## src/design/gbgc_pkg.sv

```systemverilog
// ----------------------------------------------------------------------------
// gbgc_pkg: shared definitions for the GB2312 glyph cache
// Field widths, code range limits, status codes and default sizes.
// ----------------------------------------------------------------------------
package gbgc_pkg;

  // Default cache geometry
  localparam int DEF_ENTRIES     = 8;
  localparam int DEF_GLYPH_BYTES = 32;

  // Input field widths
  localparam int CODE_W  = 16;
  localparam int WSEL_W  = 2;
  localparam int WORD_W  = 64;
  localparam int IN_DATA_W  = 88;   // 82 bits of fields, padded to bytes

  // Result field widths
  localparam int STAT_W  = 2;
  localparam int INDEX_W = 14;
  localparam int OFFS_W  = 19;
  localparam int OUT_DATA_W = 104;  // 99 bits of fields, padded to bytes

  // GB2312 byte range and row length
  localparam logic [7:0] CODE_LO  = 8'hA1;
  localparam logic [7:0] CODE_HI  = 8'hFE;
  localparam logic [6:0] ROW_LEN  = 7'd94;

  // Maximum words per glyph held by one entry
  localparam int MAX_WORDS = 4;

  // Action carried in tuser
  typedef enum logic {
    ACT_LOOKUP = 1'b0,
    ACT_FILL   = 1'b1
  } action_t;

  // Result status carried in tuser
  typedef enum logic [STAT_W-1:0] {
    STAT_HIT     = 2'd0,
    STAT_MISS    = 2'd1,
    STAT_INVALID = 2'd2
  } status_t;

endpackage

```

## src/design/gb2312_glyph_cache_core.sv

```systemverilog
// ----------------------------------------------------------------------------
// gb2312_glyph_cache_core: fully associative 16x16 glyph cache
// Looks up GB2312 codes against cached tags and streams glyph words on a hit,
// reports glyph index and font file offset on a miss, and takes fill words
// into the entry picked by a round-robin replacement pointer.
// ----------------------------------------------------------------------------
//
//  channel  direction  tdata fields (low bit up)                     tuser    tlast
//  in_*     slave      char_code, word_select, fill_word, pad         action   -
//  out_*    master     glyph_index, byte_offset, glyph_word,          status   last
//                      word_number, pad
//
//  A transaction lands in an input register, then one pass of compare and
//  index logic loads the result register. Miss and invalid items give one
//  result each, a hit WORDS results (one glyph word per cycle while the
//  result port is not stalled, read from the glyph memory port). Fills give
//  none. Reset clears the valid bits and the replacement pointer. A stalled
//  result port holds a lookup in the input register; fills still drain.
//
module gb2312_glyph_cache_core #(
  parameter int ENTRIES     = gbgc_pkg::DEF_ENTRIES,
  parameter int GLYPH_BYTES = gbgc_pkg::DEF_GLYPH_BYTES
) (
  input  logic                            clk,
  input  logic                            rst_n,
  // char_code[15:0], word_select[17:16], fill_word[81:18], zero pad
  input  logic [gbgc_pkg::IN_DATA_W-1:0]  in_tdata,
  // action[0]
  input  logic                            in_tuser,
  input  logic                            in_tvalid,
  output logic                            in_tready,
  // glyph_index[13:0], byte_offset[32:14], glyph_word[96:33],
  // word_number[98:97], zero pad
  output logic [gbgc_pkg::OUT_DATA_W-1:0] out_tdata,
  // status[1:0]
  output logic [gbgc_pkg::STAT_W-1:0]     out_tuser,
  output logic                            out_tlast,
  output logic                            out_tvalid,
  input  logic                            out_tready
);

  localparam int ENTRY_W   = (ENTRIES > 1) ? $clog2(ENTRIES) : 1;
  localparam int WORDS_RAW = GLYPH_BYTES / 8;
  localparam int WORDS     = (WORDS_RAW < 1) ? 1 :
                             ((WORDS_RAW > gbgc_pkg::MAX_WORDS) ?
                              gbgc_pkg::MAX_WORDS : WORDS_RAW);
  localparam int MEM_DEPTH = ENTRIES * gbgc_pkg::MAX_WORDS;
  localparam int ADDR_W    = ENTRY_W + gbgc_pkg::WSEL_W;
  localparam int PROD_W    = gbgc_pkg::INDEX_W + 8;

  localparam logic [gbgc_pkg::WSEL_W-1:0] LAST_WORD  = gbgc_pkg::WSEL_W'(WORDS - 1);
  localparam logic [ENTRY_W-1:0]          LAST_ENTRY = ENTRY_W'(ENTRIES - 1);
  localparam logic [PROD_W-1:0]           GB_MUL     = PROD_W'(GLYPH_BYTES);

  // --------------------------------------------------------------------------
  // Input register
  // --------------------------------------------------------------------------
  logic                                in_vld_r,  in_vld_nxt;
  gbgc_pkg::action_t                   act_r;
  logic [gbgc_pkg::CODE_W-1:0]         code_r;
  logic [gbgc_pkg::WSEL_W-1:0]         wsel_r;
  logic [gbgc_pkg::WORD_W-1:0]         fword_r;

  // Cache state
  logic [gbgc_pkg::CODE_W-1:0]         tag_r [ENTRIES];
  logic [ENTRIES-1:0]                  valid_r, valid_nxt;
  logic [ENTRY_W-1:0]                  ptr_r,   ptr_nxt;
  logic [gbgc_pkg::WORD_W-1:0]         glyph_mem [MEM_DEPTH];
  logic [gbgc_pkg::WSEL_W-1:0]         wcnt_r,  wcnt_nxt;

  // Result register
  logic                                out_vld_r, out_vld_nxt;
  gbgc_pkg::status_t                   stat_r;
  logic [gbgc_pkg::INDEX_W-1:0]        idx_r;
  logic [gbgc_pkg::OFFS_W-1:0]         offs_r;
  logic [gbgc_pkg::WSEL_W-1:0]         wnum_r;
  logic                                last_r;
  logic [gbgc_pkg::WORD_W-1:0]         word_q_r;

  // Pass logic
  logic                                in_take;
  logic                                out_free;
  logic                                is_fill;
  logic                                fill_ok;
  logic                                fill_wr;
  logic                                fill_end;
  logic                                code_ok;
  logic                                hit;
  logic [ENTRY_W-1:0]                  hit_idx;
  logic                                load;
  logic                                advance;
  logic [6:0]                          row;
  logic [6:0]                          col;
  logic [gbgc_pkg::INDEX_W-1:0]        gidx;
  logic [PROD_W-1:0]                   prod;
  logic [ADDR_W-1:0]                   rd_addr;
  logic [ADDR_W-1:0]                   wr_addr;

  // --------------------------------------------------------------------------
  // Decode the held item
  // --------------------------------------------------------------------------
  assign is_fill  = (act_r == gbgc_pkg::ACT_FILL);
  assign fill_ok  = (wsel_r <= LAST_WORD);
  assign fill_wr  = in_vld_r && is_fill && fill_ok;
  assign fill_end = fill_wr && (wsel_r == LAST_WORD);

  assign code_ok = (code_r[15:8] >= gbgc_pkg::CODE_LO) && (code_r[15:8] <= gbgc_pkg::CODE_HI)
                && (code_r[7:0]  >= gbgc_pkg::CODE_LO) && (code_r[7:0]  <= gbgc_pkg::CODE_HI);

  // Compare all valid tags; lowest matching entry wins
  always_comb begin
    hit     = 1'b0;
    hit_idx = '0;
    for (int e = ENTRIES - 1; e >= 0; e--) begin
      if (valid_r[e] && (tag_r[e] == code_r)) begin
        hit     = 1'b1;
        hit_idx = ENTRY_W'(e);
      end
    end
  end

  // Glyph index and file offset for a miss
  assign row  = 7'(code_r[15:8] - gbgc_pkg::CODE_LO);
  assign col  = 7'(code_r[7:0]  - gbgc_pkg::CODE_LO);
  assign gidx = gbgc_pkg::INDEX_W'(row) * gbgc_pkg::INDEX_W'(gbgc_pkg::ROW_LEN)
              + gbgc_pkg::INDEX_W'(col);
  assign prod = PROD_W'(gidx) * GB_MUL;

  // --------------------------------------------------------------------------
  // Handshake and sequencing
  // --------------------------------------------------------------------------
  assign out_free = !out_vld_r || out_tready;
  assign load     = in_vld_r && !is_fill && out_free;
  assign advance  = in_vld_r && (is_fill ||
                    (out_free && (!(code_ok && hit) || (wcnt_r == LAST_WORD))));
  assign in_tready = !in_vld_r || advance;
  assign in_take   = in_tvalid && in_tready;

  assign rd_addr = {hit_idx, wcnt_r};
  assign wr_addr = {ptr_r, wsel_r};

  always_comb begin
    in_vld_nxt = in_vld_r;
    if (in_take) begin
      in_vld_nxt = 1'b1;
    end else if (advance) begin
      in_vld_nxt = 1'b0;
    end

    // Step through the words of a hit
    wcnt_nxt = wcnt_r;
    if (load && code_ok && hit) begin
      wcnt_nxt = (wcnt_r == LAST_WORD) ? '0 : wcnt_r + 1'b1;
    end

    // Fill writes drop the entry's valid bit until its last word lands
    valid_nxt = valid_r;
    ptr_nxt   = ptr_r;
    if (fill_wr) begin
      valid_nxt[ptr_r] = fill_end;
    end
    if (fill_end) begin
      ptr_nxt = (ptr_r == LAST_ENTRY) ? '0 : ptr_r + 1'b1;
    end

    out_vld_nxt = out_vld_r;
    if (load) begin
      out_vld_nxt = 1'b1;
    end else if (out_tready) begin
      out_vld_nxt = 1'b0;
    end
  end

  // --------------------------------------------------------------------------
  // Control registers
  // --------------------------------------------------------------------------
  always_ff @(posedge clk) begin
    if (!rst_n) begin
      in_vld_r  <= 1'b0;
      wcnt_r    <= '0;
      valid_r   <= '0;
      ptr_r     <= '0;
      out_vld_r <= 1'b0;
    end else begin
      in_vld_r  <= in_vld_nxt;
      wcnt_r    <= wcnt_nxt;
      valid_r   <= valid_nxt;
      ptr_r     <= ptr_nxt;
      out_vld_r <= out_vld_nxt;
    end
  end

  // --------------------------------------------------------------------------
  // Payload registers
  // --------------------------------------------------------------------------
  always_ff @(posedge clk) begin
    // Capture the incoming transaction
    if (in_take) begin
      act_r   <= gbgc_pkg::action_t'(in_tuser);
      code_r  <= in_tdata[15:0];
      wsel_r  <= in_tdata[17:16];
      fword_r <= in_tdata[81:18];
    end

    // Latch the tag when a glyph completes
    if (fill_end) begin
      tag_r[ptr_r] <= code_r;
    end

    // Build the result
    if (load) begin
      if (!code_ok) begin
        stat_r <= gbgc_pkg::STAT_INVALID;
        idx_r  <= '0;
        offs_r <= '0;
        wnum_r <= '0;
        last_r <= 1'b1;
      end else if (hit) begin
        stat_r <= gbgc_pkg::STAT_HIT;
        idx_r  <= '0;
        offs_r <= '0;
        wnum_r <= wcnt_r;
        last_r <= (wcnt_r == LAST_WORD);
      end else begin
        stat_r <= gbgc_pkg::STAT_MISS;
        idx_r  <= gidx;
        offs_r <= prod[gbgc_pkg::OFFS_W-1:0];
        wnum_r <= '0;
        last_r <= 1'b1;
      end
    end
  end

  // --------------------------------------------------------------------------
  // Glyph memory: one write port for fills, one registered read port
  // --------------------------------------------------------------------------
  always_ff @(posedge clk) begin
    if (fill_wr) begin
      glyph_mem[wr_addr] <= fword_r;
    end
    if (load) begin
      word_q_r <= glyph_mem[rd_addr];
    end
  end

  // --------------------------------------------------------------------------
  // Result port
  // --------------------------------------------------------------------------
  assign out_tvalid = out_vld_r;
  assign out_tuser  = stat_r;
  assign out_tlast  = last_r;
  assign out_tdata  = {5'b0, wnum_r,
                       (stat_r == gbgc_pkg::STAT_HIT) ? word_q_r : {gbgc_pkg::WORD_W{1'b0}},
                       offs_r, idx_r};

endmodule

```

## config.mk

```make
export PLATFORM = sky130hd
export DESIGN_NAME = gb2312_glyph_cache_core
export DESIGN_NICKNAME = d
export VERILOG_FILES = /design/src/design/gbgc_pkg.sv /design/src/design/gb2312_glyph_cache_core.sv
export SDC_FILE = /design/constraint.sdc
export NUM_CORES = 2
export LEC_CHECK = 0
export ABC_AREA = 1
export BUFFER_PORTS_ARGS = -buffer_cell sky130_fd_sc_hd__buf_2
export CORE_ASPECT_RATIO = 1.2
export CORE_MARGIN = 10
export CORE_UTILIZATION = 40
export CTS_CLUSTER_DIAMETER = 60
export DETAILED_ROUTE_END_ITERATION = 10
export PLACE_DENSITY = 0.64
export REMOVE_ABC_BUFFERS = 1
export SYNTH_ARGS = -nofsm -noshare
export SYNTH_HDL_FRONTEND = slang
export SYNTH_SLANG_ARGS = --single-unit
```

## constraint.sdc

```tcl
create_clock -name clk -period 11.4 [get_ports clk]
set_input_delay 0.57 -clock clk [delete_from_list [all_inputs] [get_ports clk]]
set_output_delay 0.57 -clock clk [all_outputs]
set_load 0.03 [all_outputs]
```

Word-level counts from Yosys, hierarchy flattened
Memory sizes are Yosys's and may differ from the RTL's. A register that Yosys moved wholly into a read port is not among the register bits.
Index checks and enable logic that the tools add are counted.
Cells by class
  $add $sub $neg: 5
  $mul: 1
  magnitude comparators: 7
  equality and inequality tests: 11
  muxes and demuxes: 31
  bitwise gates (word level): 1
  reductions and logical operators: 36
Operators by type and width (count)
  == test 16 bit: 8
  2-to-1 mux 64 bit: 1
  2-to-1 mux 3 bit: 9
  logical AND 1 bit: 23
  2-to-1 mux 1 bit: 18
  greater-or-equal comparator 8 bit, second input constant: 2
  <= comparator 8 bit, second input constant: 2
  adder 14 x 7 -> 14 bit: 1
  subtractor 7 x 6 -> 7 bit, second input constant: 2
  multiplier 7 x 6 -> 13 bit, second input constant: 1
  bitwise mux 8 bit: 1
  == test 2 bit, second input constant: 2
  zero test 1 bit: 4
  logical OR 1 bit: 4
  < comparator 3 x 4 -> 1 bit, second input constant: 1
  nonzero test 2 bit: 2
  adder 3 x 1 -> 3 bit, second input constant: 1
  demux 1 bit (select 3 bit): 1
  == test 3 bit, second input constant: 1
  greater-or-equal comparator 3 x 1 -> 1 bit, second input constant: 1
  adder 2 x 1 -> 2 bit, second input constant: 1
  <= comparator 2 bit, second input constant: 1
  zero test 2 bit: 1
  2-to-1 mux 2 bit: 1
  other kinds (3): 3
Storage, ports and cells
  register bits after elaboration: 122
  bits in writable memories: 2176
  input port bits: 93
  output and inout bits: 109
  word-level logic and storage cells: 108
  memories kept: 2
Memory list
  glyph_mem: depth 32, width 64, rd ports 1, clocked after memory_dff 1, wr ports 1, RTL line gb2312_glyph_cache_core.sv:68  | logic [gbgc_pkg::WORD_W-1:0] glyph_mem [MEM_DEPTH];
  tag_r: depth 8, width 16, rd ports 8, clocked after memory_dff 0, wr ports 1, RTL line gb2312_glyph_cache_core.sv:65  | logic [gbgc_pkg::CODE_W-1:0] tag_r [ENTRIES];

Longest topological paths before layout
An unclocked memory read counts as a cell.
  depth in word-level cells: 20
  gate-level depth with buffers: 28
  mapped depth without buffers: 26

Least setup slack after synthesis
Ideal clock, no wire load.
  path kind: register to register
  from: register code_r[1] in the netlist's numbering
  to: register act_r, enable pin
  data arrival time: 5.851 ns
  data required time: 10.848 ns
  slack: 4.998 ns
  stages on the path, launching flop included: 13
  path buffers: 2
  clock period less this slack: 6.402 ns
  cells stage by stage: edfxtp_1 > buf_4 > inv_2 > buf_4 > ha_1 > nand3_1 > o21ai_0 > nand2_1 > a21oi_1 > nor2_1 > nand3_1 > nand2_1 > a21oi_1
On the way
  word-level cells in the longest chain between the ends: 18
  elaborated cells between the ends (all ways): 36
  those cells by class: 2 x order compare; 8 x eq/ne; 8 x mux; 18 x reduce/logical
Ends and longest elaborated chain
  start, declared: RTL line gb2312_glyph_cache_core.sv:60  | logic [gbgc_pkg::CODE_W-1:0] code_r;
  start signal, assigned: RTL line gb2312_glyph_cache_core.sv:200  | code_r <= in_tdata[15:0];
  == test 16 bit: RTL line gb2312_glyph_cache_core.sv:115  | if (valid_r[e] && (tag_r[e] == code_r)) begin
  logical AND 1 bit: RTL line gb2312_glyph_cache_core.sv:115
  2-to-1 mux 1 bit (8 in a row): RTL line gb2312_glyph_cache_core.sv:115
  logical AND 1 bit (*): RTL line gb2312_glyph_cache_core.sv:135  | (out_free && (!(code_ok && hit) || (wcnt_r == LAST_WORD))));
  zero test 1 bit (*): RTL line gb2312_glyph_cache_core.sv:135
  logical OR 1 bit (*): RTL line gb2312_glyph_cache_core.sv:135
  logical AND 1 bit (*): RTL line gb2312_glyph_cache_core.sv:135
  logical OR 1 bit (*): RTL line gb2312_glyph_cache_core.sv:134  | assign advance = in_vld_r && (is_fill ||
  logical AND 1 bit (*): RTL line gb2312_glyph_cache_core.sv:134
  logical OR 1 bit (*): RTL line gb2312_glyph_cache_core.sv:136  | assign in_tready = !in_vld_r || advance;
  logical AND 1 bit (*): RTL line gb2312_glyph_cache_core.sv:137  | assign in_take = in_tvalid && in_tready;
  via in_take: RTL line gb2312_glyph_cache_core.sv:81  | logic in_take;
  end signal, assigned: RTL line gb2312_glyph_cache_core.sv:199  | act_r <= gbgc_pkg::action_t'(in_tuser);
  end, declared: RTL line gb2312_glyph_cache_core.sv:59  | gbgc_pkg::action_t act_r;
Mark *: on every way through the listed nets, which the timed path passes. The rest lies on a longest branch.
A chain may end at the register's enable or synchronous reset.

Final worst setup path
  from: register code_r[1] in the netlist's numbering
  to: register word_q_r[9] in the netlist's numbering, read port of glyph_mem (data pin)
On the way
  word-level cells in the longest chain between the ends: 10
  elaborated cells between the ends (all ways): 24
  those cells by class: 8 x eq/ne; 8 x mux; 8 x reduce/logical
Ends and longest elaborated chain
  == test 16 bit: RTL line gb2312_glyph_cache_core.sv:115
  logical AND 1 bit: RTL line gb2312_glyph_cache_core.sv:115
  2-to-1 mux 3 bit (7 in a row): RTL line gb2312_glyph_cache_core.sv:115
  2-to-1 mux 3 bit (*): RTL line gb2312_glyph_cache_core.sv:115
  end, declared: RTL line gb2312_glyph_cache_core.sv:78  | logic [gbgc_pkg::WORD_W-1:0] word_q_r;
Every way passes the cells marked *; elsewhere a longest branch is shown, timed or not.

==> impl_metrics.json <==
{
  "worst_path_most_repeated_cell": "buf_4",
  "ys_ff_latch": 2357,
  "clkSlewWorstSetupHoldPaths_ns": 0.06,
  "reg2reg_setup_slack_ns": 4.92,
  "rows": 198,
  "drc": 0,
  "tightest_slew_ns": 1.19,
  "dp_hpwl_mm": 133,
  "gp_congestion": 0.837,
  "finClkSkew_ns": 0.0729,
  "drtIter0Drc": 6976,
  "final_cell_mix": "edfxtp_1, nand2_1, nand3_1",
  "clock_path_buffers": 4,
  "finish.utilization_pct": 45.1,
  "multi_input_area_sq_um": 23300,
  "tns_ns": 0,
  "critPathRequiredTime_ns": 12.15,
  "crit_type": "flip-flop to flip-flop",
  "worstPathMaxFanout": 55,
  "vias_per_cell": 5.68,
  "finalCriticalPeriod_ns": 6.48,
  "drive_above_1_share_pct": 8.82,
  "hold_viol": 0,
  "layout_commonest_cell": "edfxtp_1",
  "finalNetCount": 7948,
  "p_leak_nw": 39.0,
  "yosysWarnings": 0,
  "fin_cells": 11200,
  "clock.fmax_mhz": 154,
  "synthDistinctLibCells": 50,
  "h-tree-depth": 4,
  "async_flop_share_pct": 0,
  "rsz0062_at_grt": "no",
  "slew_headroom_pct": 20.3,
  "p_per_area_nw_per_um2": 161,
  "synth-edff-count": 2342,
  "cts_root_buf": "clkbuf_16",
  "cpLargestDelayFamily": "buffers and inverters",
  "cp_cell_sequence": "inv_2 > nor2_1 > nor4_1 > nand4_4 > nand2_1 > a21oi_4 > buf_4 > inv_6 > buf_4 > buf_4 > nand3_1 > nand3_1 > nand2_1 > inv_1",
  "status": "complete, no violations",
  "syn_area_sq_um": 97100,
  "gr-total-overflow": 0,
  "grt_pass1_wl_mm": 397,
  "syn2layout_area_growth_pct": 12.4,
  "cts.sinks": 2357,
  "clock_latency_ns": 0.89,
  "wirelength_mm": 269,
  "maxCapViolations": 0,
  "path_buf_inv": 6,
  "ys_seq_area_share_pct": 72.7,
  "drtAntennaViolNets": 0,
  "max_stage_delay_ns": 0.74,
  "vias": 63500,
  "endpoint_kind": "flip-flop",
  "dp.cells": 10700,
  "start_kind": "flip-flop",
  "setup_viol": 0,
  "num_io_pins": 202,
  "grt_max_degree": 219,
  "cts_tree": "yes",
  "min_path_type": "input pin to flip-flop",
  "finalMaxSlewViolations": 0,
  "antenna_found_initial": 7,
  "power_w": 0.0176,
  "die_area_sq_um": 263000,
  "syn_avg_cell_area_sq_um": 12.7,
  "crit_path_top_delay_cell": "buf_4",
  "cts_buffers": 230,
  "core-area_sq_um": 242000,
  "initial_core_util_pct": 40.1,
  "synthFlopType": "edfxtp_1",
  "grt_util_all_layers_pct": 19.6,
  "dr.pass1.iters": 6,
  "die_h_microns": 560,
  "syn-instance-count": 7674,
  "period_share_pct": 56.8,
  "ff_latch_area_sq_um": 70600,
  "routedWlPerCell_microns": 24.1,
  "fillCellCount": 21300,
  "chipWidth_microns": 470,
  "first_global_vias": 62600,
  "arrival_ns": 7.22,
  "port_buffers": 185,
  "max-vdd-ir-drop_mv": 0.133
}
[synthesized netlist by cell type (all sizes together) (2+ instances only)]
library cell / count / area, sq um
edfxtp: 2342 / 70300
nand2: 1886 / 7080
nand3: 595 / 2980
a21oi: 471 / 2360
a32o: 416 / 4160
nor2: 403 / 1510
clkbuf: 354 / 1330
inv: 326 / 1230
o21ai: 206 / 1030
buf: 165 / 988
nand3b: 93 / 698
o22ai: 89 / 557
nand4: 73 / 463
nor3: 43 / 220
xor2: 43 / 377
ha: 41 / 513
nor4: 29 / 181
or2: 29 / 181
dfxtp: 15 / 300
fa: 14 / 280
xnor2: 14 / 123
nor3b: 6 / 45.0
o21bai: 4 / 30.0
a2111oi: 2 / 17.5
a211oi: 2 / 15.0
[worst paths after layout]
| check | endpoint | depth (start not counted) | from |
|---|---|---|---|
| setup / recovery | word_q_r[9]$_DFFE_PP_ | 14 | code_r[1]$_DFFE_PP_ |
| hold / removal | fword_r[56]$_DFFE_PP_ | 1 | in_tdata[74] |
| setup reg to reg | word_q_r[9]$_DFFE_PP_ | 14 | code_r[1]$_DFFE_PP_ |
| hold reg to reg | valid_r[2]$_SDFFE_PN0P_ | 2 | valid_r[2]$_SDFFE_PN0P_ |
[sequential cells by signal (all words and copies together) (netlist names)]
name        count
out_tvalid      1
wsel_r          2
tag_r         128
code_r         16
out_tuser       2
fword_r        64
wcnt_r          2
ptr_r           3
glyph_mem    2048
wnum_r          2
act_r           1
valid_r         8
in_vld_r        1
word_q_r       64
out_tlast       1
offs_r         14
[power breakdown]
group          leakage (nW)  internal, W  total (W)  switching, W
logic                  14.3     0.000208   0.000599      0.000391
registers              21.3      0.00958    0.00969      0.000108
clock network          3.50      0.00411    0.00733       0.00322
[metrics by stage]
step           hold slack, ns  worst slack [ns]  instance area, sq um
3_3_place_gp            0.511              5.15                101000
6_report               0.0562              4.92                109000
4_1_cts                0.0144              5.05                109000
3_5_place_dp            0.511              5.07                101000
2_1_floorplan           0.459            -48.26                 94800
5_1_grt                0.0226              4.79                109000
[per-layer routing]
metal / wire [microns] / part of all wire [%] / GRT usage (%)
met1: 109000 / 41 / 25.9
met2: 128000 / 48 / 32.8
met3: 21500 / 8.0 / 2.76
met4: 10600 / 4.0 / 7.52
met5: 22 / 0.0082 / 0
[kinds of logic after synthesis]
family	share of synthesized area [%]
simple gates	13.8
flops	72.7
compound gates	8.47
buf+inv	3.65
xor+xnor	0.514
fa+ha+maj	0.817
other cells	0.00386
[repair_timing]
action	4_1_cts	5_1_grt
hold buffers	83	0
buffers inserted	0	0
setup endpoints to repair	0	0
hold endpoints to repair	85	0
resized for setup	0	0
[area by class of cell]
type	instances	share of cell area, %
inverters	327	1.15
repair buffers	404	2.62
well taps	3200	3.67
clock buffers	290	5.53
clock inverters	125	1.01
diodes	3	0.00688
flip-flops and latches	2357	64.7
multi-input cells	4480	21.3
No activity file was read; power rests on OpenSTA's default activity.
